<file path="config.mk">
export PLATFORM = sky130hd
export DESIGN_NAME = console_line_edit_buffer_unit
export DESIGN_NICKNAME = d
export VERILOG_FILES = /design/src/hdl/cleb_pkg.sv /design/src/hdl/console_line_edit_buffer_unit.sv /design/src/hdl/cleb_ctrl.sv /design/src/hdl/cleb_dp.sv
export SDC_FILE = /design/constraint.sdc
export NUM_CORES = 2
export LEC_CHECK = 0
export CORE_MARGIN = 8
export CORE_UTILIZATION = 45
export CTS_BUF_LIST = sky130_fd_sc_hd__clkbuf_16
export DETAILED_ROUTE_END_ITERATION = 7
export DONT_BUFFER_PORTS = 1
export GPL_ROUTABILITY_DRIVEN = 0
export GPL_TIMING_DRIVEN = 0
export SLEW_MARGIN = 10
export SYNTH_ARGS = -nofsm -noshare
export SYNTH_HDL_FRONTEND = slang
export SYNTH_SLANG_ARGS = --single-unit
</file>
<file path="constraint.sdc">
create_clock -name clk_i -period 6.8 [get_ports clk_i]
set_input_delay 0.68 -clock clk_i [delete_from_list [all_inputs] [get_ports clk_i]]
set_output_delay 0.68 -clock clk_i [all_outputs]
set_load 0.01 [all_outputs]
</file>
<file path="src/hdl/cleb_pkg.sv">
// Shared constants and control types for the console line edit buffer.
package cleb_pkg;

  localparam int LINE_LEN  = 128;
  localparam int TAB_WIDTH = 8;

  localparam int ADDR_W = $clog2(LINE_LEN);
  localparam int CNT_W  = $clog2(LINE_LEN + 1);

  localparam logic [CNT_W-1:0] LEN_C = CNT_W'(LINE_LEN);
  localparam logic [CNT_W-1:0] TAB_C = CNT_W'(TAB_WIDTH);

  localparam logic [7:0] KEY_ESC   = 8'h1b;
  localparam logic [7:0] KEY_TAB   = 8'h09;
  localparam logic [7:0] KEY_BS    = 8'h08;
  localparam logic [7:0] KEY_LF    = 8'h0a;
  localparam logic [7:0] KEY_CR    = 8'h0d;
  localparam logic [7:0] KEY_SPACE = 8'h20;

  // controller -> datapath
  typedef struct packed {
    logic load;   // latch item, launch store read
    logic look;   // evaluate item with read data
    logic fill;   // write one tab space
  } cmd_t;

  // datapath -> controller
  typedef struct packed {
    logic tab_start;
    logic fill_last;
  } status_t;

endpackage

</file>
<file path="src/hdl/console_line_edit_buffer_unit.sv">
// Console line edit buffer: each item is latched, then evaluated with the store read data.
// One item at a time; busy is high from the cycle after accept and is low again
// in the result cycle. A tab writes one space per cycle through the single store write port.
// The result strobe done_o lasts one cycle; a new item may start in that cycle.
// Reset (rst_ni low, asynchronous) clears the line state and store valid bits;
// the line store reads as zeros until written.
module console_line_edit_buffer_unit import cleb_pkg::*; (
  input  logic       clk_i,
  input  logic       rst_ni,
  input  logic       start,
  output logic       busy,
  input  logic       mode_i,
  input  logic [7:0] key_byte_i,
  output logic       done_o,
  output logic       echo_valid_o,
  output logic [7:0] echo_char_o,
  output logic       read_valid_o,
  output logic [7:0] read_char_o,
  output logic       line_ready_o,
  output logic       key_dropped_o
);

  cmd_t    cmd;
  status_t status;

  cleb_ctrl u_ctrl (
    .clk_i    (clk_i),
    .rst_ni   (rst_ni),
    .start_i  (start),
    .status_i (status),
    .cmd_o    (cmd),
    .busy_o   (busy)
  );

  cleb_dp u_dp (
    .clk_i         (clk_i),
    .rst_ni        (rst_ni),
    .cmd_i         (cmd),
    .mode_i        (mode_i),
    .key_byte_i    (key_byte_i),
    .status_o      (status),
    .done_o        (done_o),
    .echo_valid_o  (echo_valid_o),
    .echo_char_o   (echo_char_o),
    .read_valid_o  (read_valid_o),
    .read_char_o   (read_char_o),
    .line_ready_o  (line_ready_o),
    .key_dropped_o (key_dropped_o)
  );

endmodule

</file>
<file path="src/hdl/cleb_ctrl.sv">
// Sequencing state machine of the console line edit buffer.
module cleb_ctrl import cleb_pkg::*; (
  input  logic    clk_i,
  input  logic    rst_ni,
  input  logic    start_i,
  input  status_t status_i,
  output cmd_t    cmd_o,
  output logic    busy_o
);

  typedef enum logic [1:0] {
    ST_IDLE,
    ST_LOOK,
    ST_FILL
  } state_e;

  state_e state_q;

  always_ff @(posedge clk_i or negedge rst_ni) begin
    if (!rst_ni) begin
      state_q <= ST_IDLE;
    end else begin
      case (state_q)
        ST_IDLE: begin
          if (start_i) state_q <= ST_LOOK;
        end
        ST_LOOK: begin
          state_q <= status_i.tab_start ? ST_FILL : ST_IDLE;
        end
        ST_FILL: begin
          if (status_i.fill_last) state_q <= ST_IDLE;
        end
        default: state_q <= ST_IDLE;
      endcase
    end
  end

  assign busy_o     = (state_q != ST_IDLE);
  assign cmd_o.load = start_i && (state_q == ST_IDLE);
  assign cmd_o.look = (state_q == ST_LOOK);
  assign cmd_o.fill = (state_q == ST_FILL);

endmodule

</file>
<file path="src/hdl/cleb_dp.sv">
// Datapath: line store, counters and result registers.
module cleb_dp import cleb_pkg::*; (
  input  logic       clk_i,
  input  logic       rst_ni,
  input  cmd_t       cmd_i,
  input  logic       mode_i,
  input  logic [7:0] key_byte_i,
  output status_t    status_o,
  output logic       done_o,
  output logic       echo_valid_o,
  output logic [7:0] echo_char_o,
  output logic       read_valid_o,
  output logic [7:0] read_char_o,
  output logic       line_ready_o,
  output logic       key_dropped_o
);

  logic [7:0]        line_store_q [LINE_LEN];
  logic [LINE_LEN-1:0] vld_q;
  logic [7:0]        rd_data_q;
  logic              rd_vld_q;

  logic              mode_q;
  logic [7:0]        key_q;

  logic [CNT_W-1:0]  fill_q, fill_d;
  logic [CNT_W-1:0]  rpos_q, rpos_d;
  logic              cmpl_q, cmpl_d;
  logic              done_q, done_d;

  logic              echo_valid_q, echo_valid_d;
  logic [7:0]        echo_char_q, echo_char_d;
  logic              read_valid_q, read_valid_d;
  logic [7:0]        read_char_q, read_char_d;
  logic              drop_q, drop_d;

  logic              we;
  logic [ADDR_W-1:0] waddr;
  logic [7:0]        wdata;
  logic [ADDR_W-1:0] raddr;

  logic [7:0]        rd_byte;
  logic [7:0]        key_eff;
  logic [CNT_W-1:0]  fill_inc;
  logic [CNT_W-1:0]  fill_after;
  logic [CNT_W-1:0]  rpos_inc;

  assign raddr   = mode_i ? rpos_q[ADDR_W-1:0] : fill_q[ADDR_W-1:0];
  // unwritten entries read as zero
  assign rd_byte = rd_vld_q ? rd_data_q : 8'h00;

  always_ff @(posedge clk_i) begin
    if (we) line_store_q[waddr] <= wdata;
    if (cmd_i.load) rd_data_q <= line_store_q[raddr];
  end

  always_ff @(posedge clk_i or negedge rst_ni) begin
    if (!rst_ni) begin
      vld_q    <= '0;
      rd_vld_q <= 1'b0;
    end else begin
      if (we) vld_q[waddr] <= 1'b1;
      if (cmd_i.load) rd_vld_q <= vld_q[raddr];
    end
  end

  always_ff @(posedge clk_i) begin
    if (cmd_i.load) begin
      mode_q <= mode_i;
      key_q  <= key_byte_i;
    end
    echo_valid_q <= echo_valid_d;
    echo_char_q  <= echo_char_d;
    read_valid_q <= read_valid_d;
    read_char_q  <= read_char_d;
    drop_q       <= drop_d;
  end

  always_ff @(posedge clk_i or negedge rst_ni) begin
    if (!rst_ni) begin
      fill_q <= '0;
      rpos_q <= '0;
      cmpl_q <= 1'b0;
      done_q <= 1'b0;
    end else begin
      fill_q <= fill_d;
      rpos_q <= rpos_d;
      cmpl_q <= cmpl_d;
      done_q <= done_d;
    end
  end

  always_comb begin
    fill_d       = fill_q;
    rpos_d       = rpos_q;
    cmpl_d       = cmpl_q;
    done_d       = 1'b0;
    echo_valid_d = echo_valid_q;
    echo_char_d  = echo_char_q;
    read_valid_d = read_valid_q;
    read_char_d  = read_char_q;
    drop_d       = drop_q;
    we           = 1'b0;
    waddr        = fill_q[ADDR_W-1:0];
    wdata        = KEY_SPACE;
    status_o     = '0;

    fill_inc   = fill_q + 1'b1;
    rpos_inc   = rpos_q + 1'b1;
    fill_after = (fill_q < LEN_C) ? fill_inc : fill_q;

    // ESC recalls the byte left at the current position by the previous line
    if (key_q == KEY_ESC) begin
      key_eff = (fill_q < LEN_C) ? rd_byte : 8'h00;
    end else begin
      key_eff = key_q;
    end

    if (cmd_i.look) begin
      echo_valid_d = 1'b0;
      echo_char_d  = 8'h00;
      read_valid_d = 1'b0;
      read_char_d  = 8'h00;
      drop_d       = 1'b0;
      if (!mode_q) begin
        if (cmpl_q) begin
          drop_d = 1'b1;
          done_d = 1'b1;
        end else begin
          echo_valid_d = 1'b1;
          echo_char_d  = key_eff;
          if (key_eff == KEY_TAB) begin
            status_o.tab_start = 1'b1;
          end else if (key_eff == KEY_BS) begin
            if (fill_q != '0) fill_d = fill_q - 1'b1;
            done_d = 1'b1;
          end else begin
            if (fill_q < LEN_C) begin
              we     = 1'b1;
              wdata  = key_eff;
              fill_d = fill_inc;
            end
            if (key_eff == KEY_LF || key_eff == KEY_CR || fill_after >= LEN_C) begin
              cmpl_d = 1'b1;
            end
            done_d = 1'b1;
          end
        end
      end else begin
        if (cmpl_q) begin
          read_valid_d = 1'b1;
          read_char_d  = rd_byte;
          if (rd_byte == KEY_LF || rd_byte == KEY_CR || rpos_inc >= fill_q) begin
            rpos_d = '0;
            fill_d = '0;
            cmpl_d = 1'b0;
          end else begin
            rpos_d = rpos_inc;
          end
        end
        done_d = 1'b1;
      end
    end else if (cmd_i.fill) begin
      if (fill_q < LEN_C) begin
        we     = 1'b1;
        fill_d = fill_inc;
      end
      // stop at the next tab stop or a full store
      if ((fill_after % TAB_C) == '0 || fill_after >= LEN_C) begin
        status_o.fill_last = 1'b1;
        done_d             = 1'b1;
        if (fill_after >= LEN_C) cmpl_d = 1'b1;
      end
    end
  end

  assign done_o        = done_q;
  assign echo_valid_o  = echo_valid_q;
  assign echo_char_o   = echo_char_q;
  assign read_valid_o  = read_valid_q;
  assign read_char_o   = read_char_q;
  assign line_ready_o  = cmpl_q;
  assign key_dropped_o = drop_q;

endmodule

</file>
==> impl_summary.txt <==
----------------------------------------------------
[Clock tree]
  Register clock-pin slew on the reported worst setup and hold paths ... 0.06 ns
  Setup Buffers After CTS ... 0
  Insertion delay to the later sink of the worst-skew pair ... 0.72 ns
  # clock sinks ... 1,209
  Deepest level of the CTS H-tree ... 3
  Root buffer selected by CTS ... sky130_fd_sc_hd__clkbuf_16
  CTS Buf Count ... 119
  Clock Path Buffers ... 3
  TritonCTS clock tree ... done

[Synth]
  FFs w/ async S/R, synth ... 12.3%
  Post-Synthesis Cells ... 2,658
  Ranking of synthesized cells by area ... sky130_fd_sc_hd__edfxtp_1 65%, sky130_fd_sc_hd__mux4_2 11%, sky130_fd_sc_hd__dfrtp_1 7.6%, sky130_fd_sc_hd__o21bai_1 1.9%, sky130_fd_sc_hd__mux4_1 1.8%
  Synthesized area ... 49,100 sq um
  Count of flip-flops with a built-in enable after synthesis ... 1,060
  Average footprint of a synthesized cell ... 18.5 sq um
  Synth Warn # ... 0
  Yosys reg bits ... 1,209
  Net count after synthesis ... 2,685
  Cell type contributing the most total cell area after synthesis ... sky130_fd_sc_hd__edfxtp_1
  Most used flip-flop cell after synthesis ... sky130_fd_sc_hd__edfxtp_1
  Register area share after synthesis ... 72.5%
  Number of distinct library cells after synthesis ... 79
  Fraction of post-synthesis cell area in the top cell type by area ... 64.9%

[Power]
  Switching Share ... 32.8%
  Portion of total power attributed to the clock network ... 30.9%
  Pwr per Cell Area ... 377 nW/um^2
  Internal Pwr Total ... 14.0 mW
  Worst vdd rail ir drop ... 0.241 mV
  Sequential Power Share ... 39.6%
  Combinational share of power ... 29.5%
  P_leak ... 18.8 nW
  Switching power of the nets ... 6.85 mW

[Critical path]
  Setup crit start ... u_dp.fill_q[2]
  Ordered list of cells on the worst path ... buf_2 > clkinv_1 > o21ai_2 > clkbuf_1 > clkbuf_1 > nand3_1 > a31oi_1 > a22o_1 > a31oi_1
  CP Class ... reg2reg
  Endpoint of the lowest-slack register-to-register path ... u_dp.rd_data_q[4]
  Startpoint types ... register
  Slowest stage cell, crit path ... sky130_fd_sc_hd__clkbuf_1
  Worst Reg2Reg Path Length in Cells ... 9
  Crit path depth ... 9
  Largest fanout on the critical path ... 10
  CP Capture Type ... register
  Startpoint of the worst register-to-register path ... u_dp.fill_q[2]
  Worst stage delay on the critical path ... 0.83 ns
  Data required, critical path ... 7.18 ns
  Data arrival time of the worst path ... 5.16 ns
  CP Buf/Inv Count ... 4
  Crit path capture ... u_dp.rd_data_q[4]
  Cell family with the largest share of critical-path delay ... buffers and inverters
  Register-to-register path setup slack ... 2.02 ns

[Die]
  I/O pin cnt ... 34
  Number of cell rows ... 121
  Effective utilization at floorplan ... 45.2%
  Area of the core region ... 109,000 sq um
  Die Ht ... 346 microns
  Die X ... 346 microns
  Area of the die ... 120,000 sq um

[Timing]
  Accumulated negative setup slack ... 0 ns
  Shortest clock period the worst path allows after layout ... 4.78 ns
  Remaining max-slew budget at the tightest pin ... 19.3%
  Fmax ... 209 MHz
  Clock skew after layout ... 0.0414 ns
  Setup violators final ... 0
  Minimum setup slack in the final design ... 2.02 ns
  RSZ-0062 raised after global routing ... false
  Period utilization ... 70.3%
  Slew Viols, Final ... 0
  Final hold violation count ... 0
  Least-Margin Pin Slew ... 1.21 ns

[Global routing]
  Via count of the first global-routing pass ... 27,100
  Total Routing Usage GR ... 23.3%
  Final global-route overflow total ... 0
  Pin count of the biggest net entering global routing ... 150
  First-pass GRT wire length ... 201,000 microns
  Initial antenna violation count ... 5

[Route]
  Post-route ant nets ... 0
  Routed wire length per instance ... 32.7 microns
  Vias after detailed routing ... 27,000
  Drt first pass iters ... 8
  Violation count after the first detailed-route iteration ... 3,504
  Aggregate routed wire length ... 142,000 microns
  Vias per Instance ... 6.24
  Post-route DRC ... 0

[Placed design]
  Instance area at placement ... 51,500 sq um
  Count of port buffers added during placement ... 0
  Inst Count DP ... 4,101
  HPWL after detailed placement ... 98,000 microns
  Worst setup slack before clock tree synthesis ... 1.93 ns

[Cells and area]
  Area occupied by multi-input gates ... 12,400 sq um
  Sequential standard cell area ... 35,600 sq um
  Relative area change from synthesis to final layout ... 12.8%
  Final Cell Area ... 55,400 sq um
  Top library cells by usage in the layout, fill and taps aside ... 1,060 x sky130_fd_sc_hd__edfxtp_1, 247 x sky130_fd_sc_hd__mux4_2, 226 x sky130_fd_sc_hd__nand2_1
  Share of cells above drive strength 1 ... 20.0%
  Fillers ... 8,623
  Final Net Count ... 2,837
  Final std cells w/o fill ... 4,325
  Most common library cell in the layout ignoring fill and taps ... sky130_fd_sc_hd__edfxtp_1

[Worst hold path]
  Start point of the worst min-delay path ... mode_i
  HP Class ... in2reg

[Job]
  Number of violations of the max-capacitance limit ... 0

[Outcome]
  Result of the run ... complete, no violations

----------------------------------------------------
[worst min path at each step]
stage	endpoint	cells after the start
4_1_cts	u_dp.key_q[0]	0
6_report	u_dp.mode_q	0
5_1_grt	u_dp.key_q[0]	0
2_1_floorplan	u_ctrl.state_q[0]	0
3_5_place_dp	u_dp.vld_q[0]	0
3_3_place_gp	u_dp.vld_q[1]	0
[synthesized netlist by cell type, types with 26 or more instances]
cell and instances:
sky130_fd_sc_hd__nand2_1 227, sky130_fd_sc_hd__nor2_1 170, sky130_fd_sc_hd__edfxtp_1 1060, sky130_fd_sc_hd__and2_1 29
sky130_fd_sc_hd__nand3_1 56, sky130_fd_sc_hd__mux2i_1 72, sky130_fd_sc_hd__buf_4 26, sky130_fd_sc_hd__clkbuf_1 59
sky130_fd_sc_hd__o21bai_1 126, sky130_fd_sc_hd__mux4_1 33, sky130_fd_sc_hd__mux4_2 247, sky130_fd_sc_hd__a31oi_1 37
sky130_fd_sc_hd__o21ai_0 41, sky130_fd_sc_hd__dfrtp_1 149
[logic make-up (layout without fill, tap and decap cells)]
group,count (synthesis),after routing,synth area share [%]
adder cells (fa/ha/maj),15,15,0.382
multiplexers,356,356,14.7
other,0,1,0
buffers and inverters,174,426,2.38
flip-flops,1209,1209,72.5
AO/OA/AOI/OAI,331,331,4.71
AND/OR/NAND/NOR,565,565,5.23
XOR/XNOR,8,8,0.143
[flip-flops by register name, summed over array words and instances (netlist names)]
register and cells:
u_dp.key_dropped_o 1, u_dp.rd_vld_q 1, u_dp.key_q 8, u_dp.rd_data_q 8, u_dp.echo_char_o 8, u_dp.read_valid_o 1, u_dp.rpos_q 8, u_dp.echo_valid_o 1
u_ctrl.state_q 2, u_dp.line_ready_o 1, u_dp.mode_q 1, u_dp.read_char_o 8, u_dp.line_store_q 1024, u_dp.fill_q 8, u_dp.vld_q 128, u_dp.done_o 1
[metal layers]
metal	vias to the layer above	share of wire, %	track usage [%]	wire length [microns]
met5	-	0.026	0	37
met4	6	5.5	11.4	7780
met3	327	9.6	5.32	13500
met2	1511	45	35.8	64200
met1	14200	40	31.4	55900
li1	11000	-	-	-
[per-stage QoR]
stage	hold slack (ns)	util [%]	total power, mW
CTS	0.0204	51.0	20.9
detailed placement	0.390	47.4	14.5
global route	0.0366	51.0	21.4
global placement	0.389	46.8	14.4
floorplan	0.384	-	12.1
finish	0.0509	51.0	20.9
[power by group through the flow]
stage / logic (mW) / clock network (mW) / registers (mW)
2_1_floorplan: 3.69 / 0 / 8.39
3_3_place_gp: 5.99 / 0 / 8.43
3_5_place_dp: 6.06 / 0 / 8.43
4_1_cts: 6.10 / 6.51 / 8.28
5_1_grt: 6.36 / 6.79 / 8.29
6_report: 6.16 / 6.45 / 8.28
[area by class of cell]
type	count	share of cell area (%)
antenna	1	0.00452
clock buffer	123	5.56
clock inverter	98	1.34
multi-input combinational	1275	22.4
timing repair buffer	31	1.14
inverter	13	0.0881
sequential	1209	64.2
buffer	161	2.02
tap	1414	3.20
[timing repair]
item | 4_1_cts | 5_1_grt
hold buffers | 2 | 0
gates resized for setup | 0 | 0
hold endpoints to repair | 149 | 0
(Power assumes the default switching activity.)
